`src/hdl/duration_string_parser_assert.svh`:
```
// Assertion macros for the duration string parser.
// Needs clk and arst_n in the scope where they are used.
`ifndef DURATION_STRING_PARSER_ASSERT_SVH
`define DURATION_STRING_PARSER_ASSERT_SVH

// same-cycle implication, quiet during reset
`define DSP_ASSERT_NOW(lbl, ante, cons, msg) \
	lbl: assert property (@(posedge clk) disable iff (!arst_n) (ante) |-> (cons)) \
		else $error(msg);

// next-cycle implication, quiet during reset
`define DSP_ASSERT_NEXT(lbl, ante, cons, msg) \
	lbl: assert property (@(posedge clk) disable iff (!arst_n) (ante) |=> (cons)) \
		else $error(msg);

`endif

```
`src/hdl/dsp_pkg.sv`:
```
// Package for the duration string parser: widths, character codes,
// unit codes and the seconds-per-unit table. No dependencies.
`timescale 1ns / 1ps

package dsp_pkg;

	localparam int CharW  = 16;
	localparam int PendW  = 31;
	localparam int TotalW = 63;
	localparam int FactW  = 17;
	localparam int ProdW  = PendW + FactW;

	localparam logic [PendW-1:0]  PEND_MAX  = '1;
	localparam logic [TotalW-1:0] TOTAL_MAX = '1;

	localparam logic [CharW-1:0] CH_ZERO = 16'h0030;
	localparam logic [CharW-1:0] CH_NINE = 16'h0039;
	localparam logic [CharW-1:0] CH_DOT  = 16'h002E;
	localparam logic [CharW-1:0] CH_D    = 16'h0044;
	localparam logic [CharW-1:0] CH_H    = 16'h0048;
	localparam logic [CharW-1:0] CH_M    = 16'h004D;
	localparam logic [CharW-1:0] CH_S    = 16'h0053;

	localparam int SecsPerMin  = 60;
	localparam int SecsPerHour = 3600;
	localparam int HoursPerDay = 24;
	localparam int SecsPerDay  = SecsPerHour * HoursPerDay;

	typedef enum logic [1:0] {
		UNIT_SEC,
		UNIT_MIN,
		UNIT_HOUR,
		UNIT_DAY
	} unit_t;

	function automatic logic [FactW-1:0] unit_factor(unit_t u);
		logic [FactW-1:0] f;
		case (u)
			UNIT_SEC:  f = FactW'(1);
			UNIT_MIN:  f = FactW'(SecsPerMin);
			UNIT_HOUR: f = FactW'(SecsPerHour);
			UNIT_DAY:  f = FactW'(SecsPerDay);
			default:   f = '0;
		endcase
		return f;
	endfunction

endpackage

```
`src/hdl/duration_string_parser.sv`:
```
// Duration string parser (PnDTnHnMnS): characters in, total seconds out.
// Uses dsp_pkg and the assertion macros in duration_string_parser_assert.svh.
//
//  channel | signals                          | beat
//  --------+----------------------------------+---------------------------------
//  in      | in_valid in_ready character      | one character of the string
//          | is_last                          |
//  out     | out_valid out_ready              | total of one string, after its
//          | total_seconds overflow           | last character
//
// One character per cycle while in_ready is high. The parse state updates in
// the cycle a beat is accepted; the unit scaling (31x17 multiply) and the
// saturating 63-bit add follow in two pipeline stages, stage 1 and stage 2,
// ahead of the result register that raises out_valid. Reset clears all parse
// state, the accumulator and out_valid.
// Input stalls only while a finished total waits in the output register and a
// second last character has reached the accumulator.
`timescale 1ns / 1ps
`include "duration_string_parser_assert.svh"

module duration_string_parser
	import dsp_pkg::*;
(
	input  logic              clk,
	input  logic              arst_n,
	input  logic              in_valid,
	output logic              in_ready,
	input  logic [CharW-1:0]  character,
	input  logic              is_last,
	output logic              out_valid,
	input  logic              out_ready,
	output logic [TotalW-1:0] total_seconds,
	output logic              overflow
);

	// parse state
	logic             first_seen_q, inside_q, skip_q, stopped_q;
	logic [PendW-1:0] pend_q;

	// stage 1: amount to add and its unit
	logic             v_s1, last_s1, povf_s1;
	logic [PendW-1:0] amt_s1;
	unit_t            unit_s1;

	// stage 2: scaled amount
	logic             v_s2, last_s2, povf_s2;
	logic [ProdW-1:0] prod_s2;

	// accumulator and result register
	logic [TotalW-1:0] acc_q;
	logic              acc_ovf_q;
	logic              out_valid_q, overflow_q;
	logic [TotalW-1:0] total_seconds_q;

	logic adv, accept;

	// next parse state
	logic             is_dig, is_dot, is_unit, apply;
	logic [34:0]      push;
	logic             push_ovf;
	logic             nxt_first, nxt_inside, nxt_skip, nxt_stopped, nxt_povf;
	logic [PendW-1:0] nxt_pend, amt;
	unit_t            unit, ch_unit;

	// saturating add
	logic [TotalW:0]   sum;
	logic [TotalW-1:0] acc_nxt;
	logic              acc_ovf_nxt;

	// everything moves unless a second total would overwrite a waiting one
	assign adv      = !(v_s2 && last_s2 && out_valid_q && !out_ready);
	assign in_ready = adv;
	assign accept   = in_valid && adv;

	always_comb begin
		is_dig = character inside {[CH_ZERO:CH_NINE]};
		is_dot = (character == CH_DOT);
		is_unit = 1'b1;
		case (character)
			CH_D:    ch_unit = UNIT_DAY;
			CH_H:    ch_unit = UNIT_HOUR;
			CH_M:    ch_unit = UNIT_MIN;
			CH_S:    ch_unit = UNIT_SEC;
			default: begin
				ch_unit = UNIT_SEC;
				is_unit = 1'b0;
			end
		endcase
	end

	// pend*10 + d; overflow when the result exceeds 2^31-1
	always_comb begin
		logic [34:0] base;
		base     = inside_q ? {4'b0, pend_q} : '0;
		push     = (base << 3) + (base << 1) + {31'b0, character[3:0]};
		push_ovf = |push[34:31];
	end

	always_comb begin
		nxt_first   = first_seen_q;
		nxt_inside  = inside_q;
		nxt_skip    = skip_q;
		nxt_stopped = stopped_q;
		nxt_pend    = pend_q;
		nxt_povf    = 1'b0;
		apply       = 1'b0;
		if (!first_seen_q) begin
			nxt_first = 1'b1;
		end else if (!stopped_q) begin
			if (skip_q) begin
				apply = !is_dig;
			end else if (is_dig) begin
				nxt_inside = 1'b1;
				nxt_pend   = push_ovf ? PEND_MAX : push[PendW-1:0];
				nxt_povf   = push_ovf;
			end else if (inside_q && is_dot) begin
				nxt_inside = 1'b0;
				nxt_skip   = 1'b1;
			end else begin
				apply = 1'b1;
			end
		end
		amt  = '0;
		unit = UNIT_SEC;
		if (apply) begin
			amt        = is_unit ? pend_q : '0;
			unit       = ch_unit;
			nxt_pend   = '0;
			nxt_inside = 1'b0;
			nxt_skip   = 1'b0;
			if (character == CH_S)
				nxt_stopped = 1'b1;
		end else if (is_last && !nxt_stopped) begin
			// end of string counts as seconds
			amt = nxt_pend;
		end
	end

	always_ff @(posedge clk or negedge arst_n) begin
		if (!arst_n) begin
			first_seen_q <= 1'b0;
			inside_q     <= 1'b0;
			skip_q       <= 1'b0;
			stopped_q    <= 1'b0;
			pend_q       <= '0;
		end else if (accept) begin
			if (is_last) begin
				first_seen_q <= 1'b0;
				inside_q     <= 1'b0;
				skip_q       <= 1'b0;
				stopped_q    <= 1'b0;
				pend_q       <= '0;
			end else begin
				first_seen_q <= nxt_first;
				inside_q     <= nxt_inside;
				skip_q       <= nxt_skip;
				stopped_q    <= nxt_stopped;
				pend_q       <= nxt_pend;
			end
		end
	end

	always_ff @(posedge clk or negedge arst_n) begin
		if (!arst_n) begin
			v_s1 <= 1'b0;
			v_s2 <= 1'b0;
		end else if (adv) begin
			v_s1 <= in_valid;
			v_s2 <= v_s1;
		end
	end

	always_ff @(posedge clk) begin
		if (adv) begin
			amt_s1  <= amt;
			unit_s1 <= unit;
			povf_s1 <= nxt_povf;
			last_s1 <= is_last;
			prod_s2 <= {{FactW{1'b0}}, amt_s1} * {{PendW{1'b0}}, unit_factor(unit_s1)};
			povf_s2 <= povf_s1;
			last_s2 <= last_s1;
		end
	end

	always_comb begin
		sum         = {1'b0, acc_q} + {16'b0, prod_s2};
		acc_nxt     = sum[TotalW] ? TOTAL_MAX : sum[TotalW-1:0];
		acc_ovf_nxt = acc_ovf_q || povf_s2 || sum[TotalW];
	end

	always_ff @(posedge clk or negedge arst_n) begin
		if (!arst_n) begin
			acc_q     <= '0;
			acc_ovf_q <= 1'b0;
		end else if (adv && v_s2) begin
			if (last_s2) begin
				acc_q     <= '0;
				acc_ovf_q <= 1'b0;
			end else begin
				acc_q     <= acc_nxt;
				acc_ovf_q <= acc_ovf_nxt;
			end
		end
	end

	always_ff @(posedge clk or negedge arst_n) begin
		if (!arst_n) begin
			out_valid_q <= 1'b0;
		end else if (adv && v_s2 && last_s2) begin
			out_valid_q <= 1'b1;
		end else if (out_ready) begin
			out_valid_q <= 1'b0;
		end
	end

	always_ff @(posedge clk) begin
		if (adv && v_s2 && last_s2) begin
			total_seconds_q <= acc_nxt;
			overflow_q      <= acc_ovf_nxt;
		end
	end

	assign out_valid     = out_valid_q;
	assign total_seconds = total_seconds_q;
	assign overflow      = overflow_q;

	`DSP_ASSERT_NOW(a_stop_clears_pend, stopped_q, pend_q == '0,
		"pending number not cleared after S")
	`DSP_ASSERT_NOW(a_skip_excl_inside, skip_q, !inside_q,
		"fraction skip and integer digits both active")
	`DSP_ASSERT_NOW(a_stall_only_full, !in_ready, out_valid_q && v_s2 && last_s2,
		"input stalled without a waiting total")
	`DSP_ASSERT_NEXT(a_acc_cleared, adv && v_s2 && last_s2,
		acc_q == '0 && !acc_ovf_q && out_valid_q,
		"accumulator not restarted after end of string")

endmodule

```
`config.mk`:
```
export PLATFORM = sky130hd
export DESIGN_NAME = duration_string_parser
export DESIGN_NICKNAME = d
export VERILOG_FILES = /design/src/hdl/dsp_pkg.sv /design/src/hdl/duration_string_parser.sv
export VERILOG_INCLUDE_DIRS = /design/src /design/src/hdl
export SDC_FILE = /design/constraint.sdc
export NUM_CORES = 1
export LEC_CHECK = 0
export BUFFER_PORTS_ARGS = -buffer_cell sky130_fd_sc_hd__buf_2
export CAP_MARGIN = 20
export CORE_MARGIN = 2
export CORE_UTILIZATION = 40
export CTS_BUF_LIST = sky130_fd_sc_hd__clkbuf_4
export DETAILED_ROUTE_END_ITERATION = 7
export HOLD_SLACK_MARGIN = 0.1
export PLACE_DENSITY = 0.59
export RECOVER_POWER = 25
export SKIP_CTS_REPAIR_TIMING = 1
export SLEW_MARGIN = 40
export SYNTH_ARGS = -nofsm -noshare
export SYNTH_HDL_FRONTEND = slang
export SYNTH_SLANG_ARGS = --single-unit
```
`constraint.sdc`:
```
create_clock -name clk -period 6.2 [get_ports clk]
set_input_delay 1.24 -clock clk [delete_from_list [all_inputs] [get_ports clk]]
set_output_delay 1.24 -clock clk [all_outputs]
set_load 0.005 [all_outputs]
```
Word-level counts from Yosys, hierarchy flattened --
Cells that the tools add are included.
Word-level totals: bits in registers 251
Operators by class: add/subtract/negate cells 3, $mul 1, $lt $le $gt $ge 2, equality and inequality tests 10, multiplexer cells 43, bitwise gates (word level) 2, reduce and logical (&&, ||, !) cells 27
Operator list (count):
- 31-bit two-way mux | 11
- 63-bit two-way mux | 2
- 17-bit one-hot mux with 4 select lines | 1
- 63-bit by 48-bit adder with 64-bit output | 1
- 16-bit by 7-bit == test with 1-bit output, second input constant | 4
- 31-bit by 17-bit multiplier with 48-bit output | 1
- 34-bit by 32-bit adder with 35-bit output | 1
- 35-bit by 4-bit adder with 35-bit output | 1
- 1-bit two-way mux | 27
- 17-bit two-way mux | 1
- 16-bit by 6-bit == test with 1-bit output, second input constant | 1
- 16-bit by 6-bit greater-or-equal comparator with 1-bit output, second input constant | 1
- 16-bit by 6-bit <= comparator with 1-bit output, second input constant | 1
- 4-bit OR reduction | 3
- 1-bit logical AND | 9
- 3-bit by 2-bit inequality test with 1-bit output, second input constant | 2
- 2-bit one-hot mux with 3 select lines | 1
- 3-bit AND reduction | 2
- 2-bit nonzero test | 3
- 5-bit AND reduction | 1
- 2-bit == test, second input constant | 2
- 1-bit zero test | 4
- 4-bit nonzero test | 1
- 3-bit nonzero test | 1
- other kinds (4) | 6

Logic depth before layout (Yosys ltp) --
depth in word-level cells 11, mapped depth 29

Worst setup path before layout --
Ideal clock, no wire load.
path type register -> register, from reg unit_s1[0], to reg prod_s2[41] (data pin), setup time 265 ps, arrival time 6496 ps, data required time 5935 ps, setup slack -561 ps, cell stages (with the launch flop) 25, path buffers 2, path through edfxtp_1 -> inv_1 -> ha_1 -> clkbuf_1 -> buf_1 -> nand2_1 -> fa_1 -> fa_1 -> fa_1 -> inv_1 -> fa_1 -> fa_1 -> inv_1 -> fa_1 -> inv_1 -> ha_1 -> and4_1 -> and4_1 -> nor3b_1 -> a32o_1 -> o31ai_1 -> nand2_1 -> a221oi_1 -> o21ai_0 -> xor2_1
On the way: longest elaborated chain between the ends 4, elaborated cells between the ends (all ways) 7, those cells by class mul: 1; eq/ne: 3; mux: 2; reduce/logical: 1
Ends and longest elaborated chain:
- start: declaration | line duration_string_parser.sv:43 | unit_t unit_s1;
- start signal: assignment | line duration_string_parser.sv:176 | unit_s1 <= unit;
- 2-bit == test (tied with other cells) | line dsp_pkg.sv:38 | case (u)
- 17-bit one-hot mux with 4 select lines * | line dsp_pkg.sv:38
- 17-bit two-way mux * | line duration_string_parser.sv:174 | if (adv) begin
- 31-bit by 17-bit multiplier with 48-bit output * | line duration_string_parser.sv:179 | prod_s2 <= {{FactW{1'b0}}, amt_s1} * {{PendW{1'b0}}, unit_factor(unit_s1)};
- end signal: assignment | line duration_string_parser.sv:179
- end: declaration | line duration_string_parser.sv:47 | logic [ProdW-1:0] prod_s2;
Mark *: on every way between the ends. The rest lies on a longest branch, timed or not. The select of a mux whose other input is x is not followed. A chain may end at the register's enable or synchronous reset.

Final worst setup path --
from reg unit_s1[0], to reg prod_s2[47] (data pin)
Same word-level chain as after synthesis.

==> results.py <==
metrics = {
    "synth": {
        "seq_area_frac_synth": 0.243,
        "netlist_area_mm2": 0.0289,
        "synth-async-reset-ratio": 0.406,
        "ys_ff_latch": 251,
        "ys.warnings.count": 0,
        "syn_avg_cell_area_um2": 9.52,
        "syn_inst": 3040,
        "synth_fp_nets": 3687,
        "yosysUniqueCellTypes": 97,
        "synth_edf_count": 149,
        "synth_ff_type": "edfxtp_1",
    },
    "placement": {
        "place_inst": 4210,
        "hpwl_um": 57300,
        "place.gp.congestion": 0.914,
        "numPortBuffers": 86,
    },
    "clocking": {
        "cts_buffer_depth": 3,
        "clock_latency_ns": 0.83,
        "htree_num_levels": 3,
        "cts_buffers": 70,
        "clk_pin_slew_worst_paths_ns": 0.07,
        "clock-sinks": 251,
        "cts_tree": "yes",
        "cts-root-buf": "clkbuf_4",
    },
    "sta": {
        "fin_hold_ws_ns": 0.510,
        "fin_ws_ns": -0.483,
        "clock.fmax_mhz": 150,
        "setup_viol": 23,
        "hold_violations": 0,
        "worstMarginPinSlew_ns": 3.04,
        "drv_slew": 46,
        "post-route-period-util": 1.08,
        "clock_skew_ns": 0.0777,
        "relSlewSlack": -1.03,
        "period_needed_ns": 6.68,
        "rsz0062_at_grt": "yes",
    },
    "drt": {
        "drtIter0Drc": 1107,
        "finalWirelength_um": 70300,
        "drt_pass1_iterations": 7,
        "wl_per_cell_um": 16.1,
        "postRouteAntennaNets": 0,
        "via_per_inst": 5.01,
        "vias": 21900,
        "drcViolationCount": 0,
    },
    "final_layout": {
        "final_net_count": 4009,
        "final_cell_mix": "inv_1 (481), ha_1 (303), fa_1 (286), buf_4 (268), nand2_1 (254)",
        "final_cells": 4374,
        "post-route-util": 0.477,
        "final_common_cell": "inv_1",
        "syn_to_final_growth_pct": 18.0,
        "drive_above_1_share": 0.204,
        "fill_cells": 6843,
    },
    "worst_setup_path": {
        "crit_chain": "inv_2 > ha_4 > buf_8 > nand2_2 > fa_1 > fa_1 > fa_2 > inv_2 > fa_1 > fa_1 > inv_2 > fa_1 > inv_2 > ha_4 > and4_4 > and4_1 > nor3b_2 > a32o_2 > o31ai_4 > a21oi_2 > o21ai_2 > o2111ai_1 > a21oi_1 > xnor2_1",
        "reg2regPathDepth": 24,
        "startpoint": "unit_s1[0]$_SDFFCE_PN0N_",
        "r2r-end": "prod_s2[47]$_DFFE_PN_",
        "ff2ff_setup_slack_ns": -0.48,
        "cpMostUsedCell": "fa_1",
        "start_kind": "flip-flop",
        "cpMaxStageDelayCell": "fa_2",
        "worst-path-max-fanout": 6,
        "crit_type": "reg2reg",
        "cp-end-kind": "flip-flop",
        "slowest_delay_ns": 0.58,
        "required_ns": 6.74,
        "r2r-start": "unit_s1[0]$_SDFFCE_PN0N_",
        "crit_arrival_ns": 7.22,
    },
    "run": {
        "cap_viol_max_count": 1,
    },
    "power_and_ir_drop": {
        "p_per_area_mw_per_mm2": 137,
        "power_mw": 4.69,
        "leakage_nw": 17.9,
        "ir_drop_mv": 0.126,
    },
    "global_route": {
        "antenna_found_initial": 6,
        "grt_max_degree": 59,
        "overflow": 0,
        "track_usage": 0.192,
        "grt_pass1_wl_um": 116000,
        "grt_pass1_vias": 22400,
    },
    "floorplanning": {
        "pin_count": 87,
        "die_h_um": 273,
        "core_area_mm2": 0.0716,
        "die-area_mm2": 0.0745,
        "initial_core_util": 0.404,
        "die_x_um": 273,
        "rows": 98,
    },
    "min_path": {
        "worstHoldStart": "pend_q[6]$_DFFE_PN0P_",
        "hold_path_depth": 2,
        "whs_endpoint": "pend_q[6]$_DFFE_PN0P_",
        "min_path_type": "reg2reg",
    },
    "run_status": {
        "violations": "capacitance limit, slew limit, setup timing",
        "status": "finished, violations left",
    },
}
## metrics by stage
| step | instance area [um^2] | TNS, ns | setup WS [ns] |
|---|---|---|---|
| floorplan | 29300 | -0.425 | -0.138 |
| global placement | 32300 | -4.76 | -0.434 |
| detailed placement | 32300 | -7.76 | -0.572 |
| CTS | 33300 | -8.53 | -0.620 |
| global route | 34100 | -12.43 | -0.722 |
| finish | 34100 | -6.38 | -0.483 |
## sequential cells by signal, indices dropped and copies added, names as in the netlist, 2 cells and up
name / flops
prod_s2: 48
total_seconds: 63
acc_q: 63
amt_s1: 31
unit_s1: 2
pend_q: 31
## final cells by class
cell class | instances | area, um^2 | share of cell area
antenna | 4 | 10.0 | 0.000293
timing repair buffer | 379 | 2810 | 0.0822
clock inverter | 32 | 188 | 0.00550
multi-input combinational | 2161 | 20300 | 0.595
sequential | 251 | 7030 | 0.206
inverter | 499 | 1870 | 0.0548
clock buffer | 98 | 736 | 0.0215
tap | 950 | 1190 | 0.0348
## report_power, final
group / switching, mW / internal, mW / leakage [nW] / total (mW)
logic: 0.627 / 0.435 / 14.3 / 1.06
clock network: 0.766 / 0.791 / 0.548 / 1.56
registers: 0.0979 / 1.98 / 3.04 / 2.08
total: 1.49 / 3.20 / 17.9 / 4.69
## cells by family after synthesis
| family | Yosys count | share of synthesized area |
|---|---|---|
| AO/OA/AOI/OAI | 605 | 0.144 |
| XOR/XNOR | 151 | 0.0457 |
| adder cells (fa/ha/maj) | 627 | 0.348 |
| buffers and inverters | 628 | 0.0831 |
| flip-flops | 251 | 0.243 |
| multiplexers | 8 | 0.00298 |
| AND/OR/NAND/NOR | 770 | 0.134 |
## layer usage
| layer | share of wire | vias to the layer above | track usage |
|---|---|---|---|
| met2 | 0.46 | 394 | 0.316 |
| met4 | 0.016 | 2 | 0.0380 |
| met3 | 0.041 | 88 | 0.0297 |
| met1 | 0.48 | 10600 | 0.269 |
| li1 | - | 10900 | - |
| met5 | 0.00010 | - | 0 |
## synthesized netlist by cell type (all sizes together) (83+ instances only)
library cell	number	share of area
clkbuf	104	0.013
inv	498	0.065
fa	298	0.21
xnor2	83	0.025
o21ai	114	0.020
nor2	108	0.014
nand2	283	0.037
ha	328	0.14
a21oi	162	0.029
and2	158	0.034
edfxtp	149	0.15
dfrtp	102	0.088
## worst max-delay path: cells and delay by family, from the launching register on
kind,cells,cell delay [ns]
simple gates,4,0.59
buf+inv,5,0.36
fa+ha+maj,8,3.72
xor+xnor,1,0.08
flops,1,0.44
compound gates,6,1.21
## worst max-delay path by stage
| stage | to | cells after the start | slack [ns] |
|---|---|---|---|
| 2_1_floorplan | prod_s2[46]$_DFFE_PN_ | 24 | -0.14 |
| 3_3_place_gp | prod_s2[47]$_DFFE_PN_ | 22 | -0.43 |
| 3_5_place_dp | prod_s2[44]$_DFFE_PN_ | 25 | -0.57 |
| 4_1_cts | prod_s2[44]$_DFFE_PN_ | 25 | -0.62 |
| 5_1_grt | prod_s2[47]$_DFFE_PN_ | 24 | -0.72 |
| 6_report | prod_s2[47]$_DFFE_PN_ | 24 | -0.48 |
Note: power is estimated with default switching activity, not from simulation.
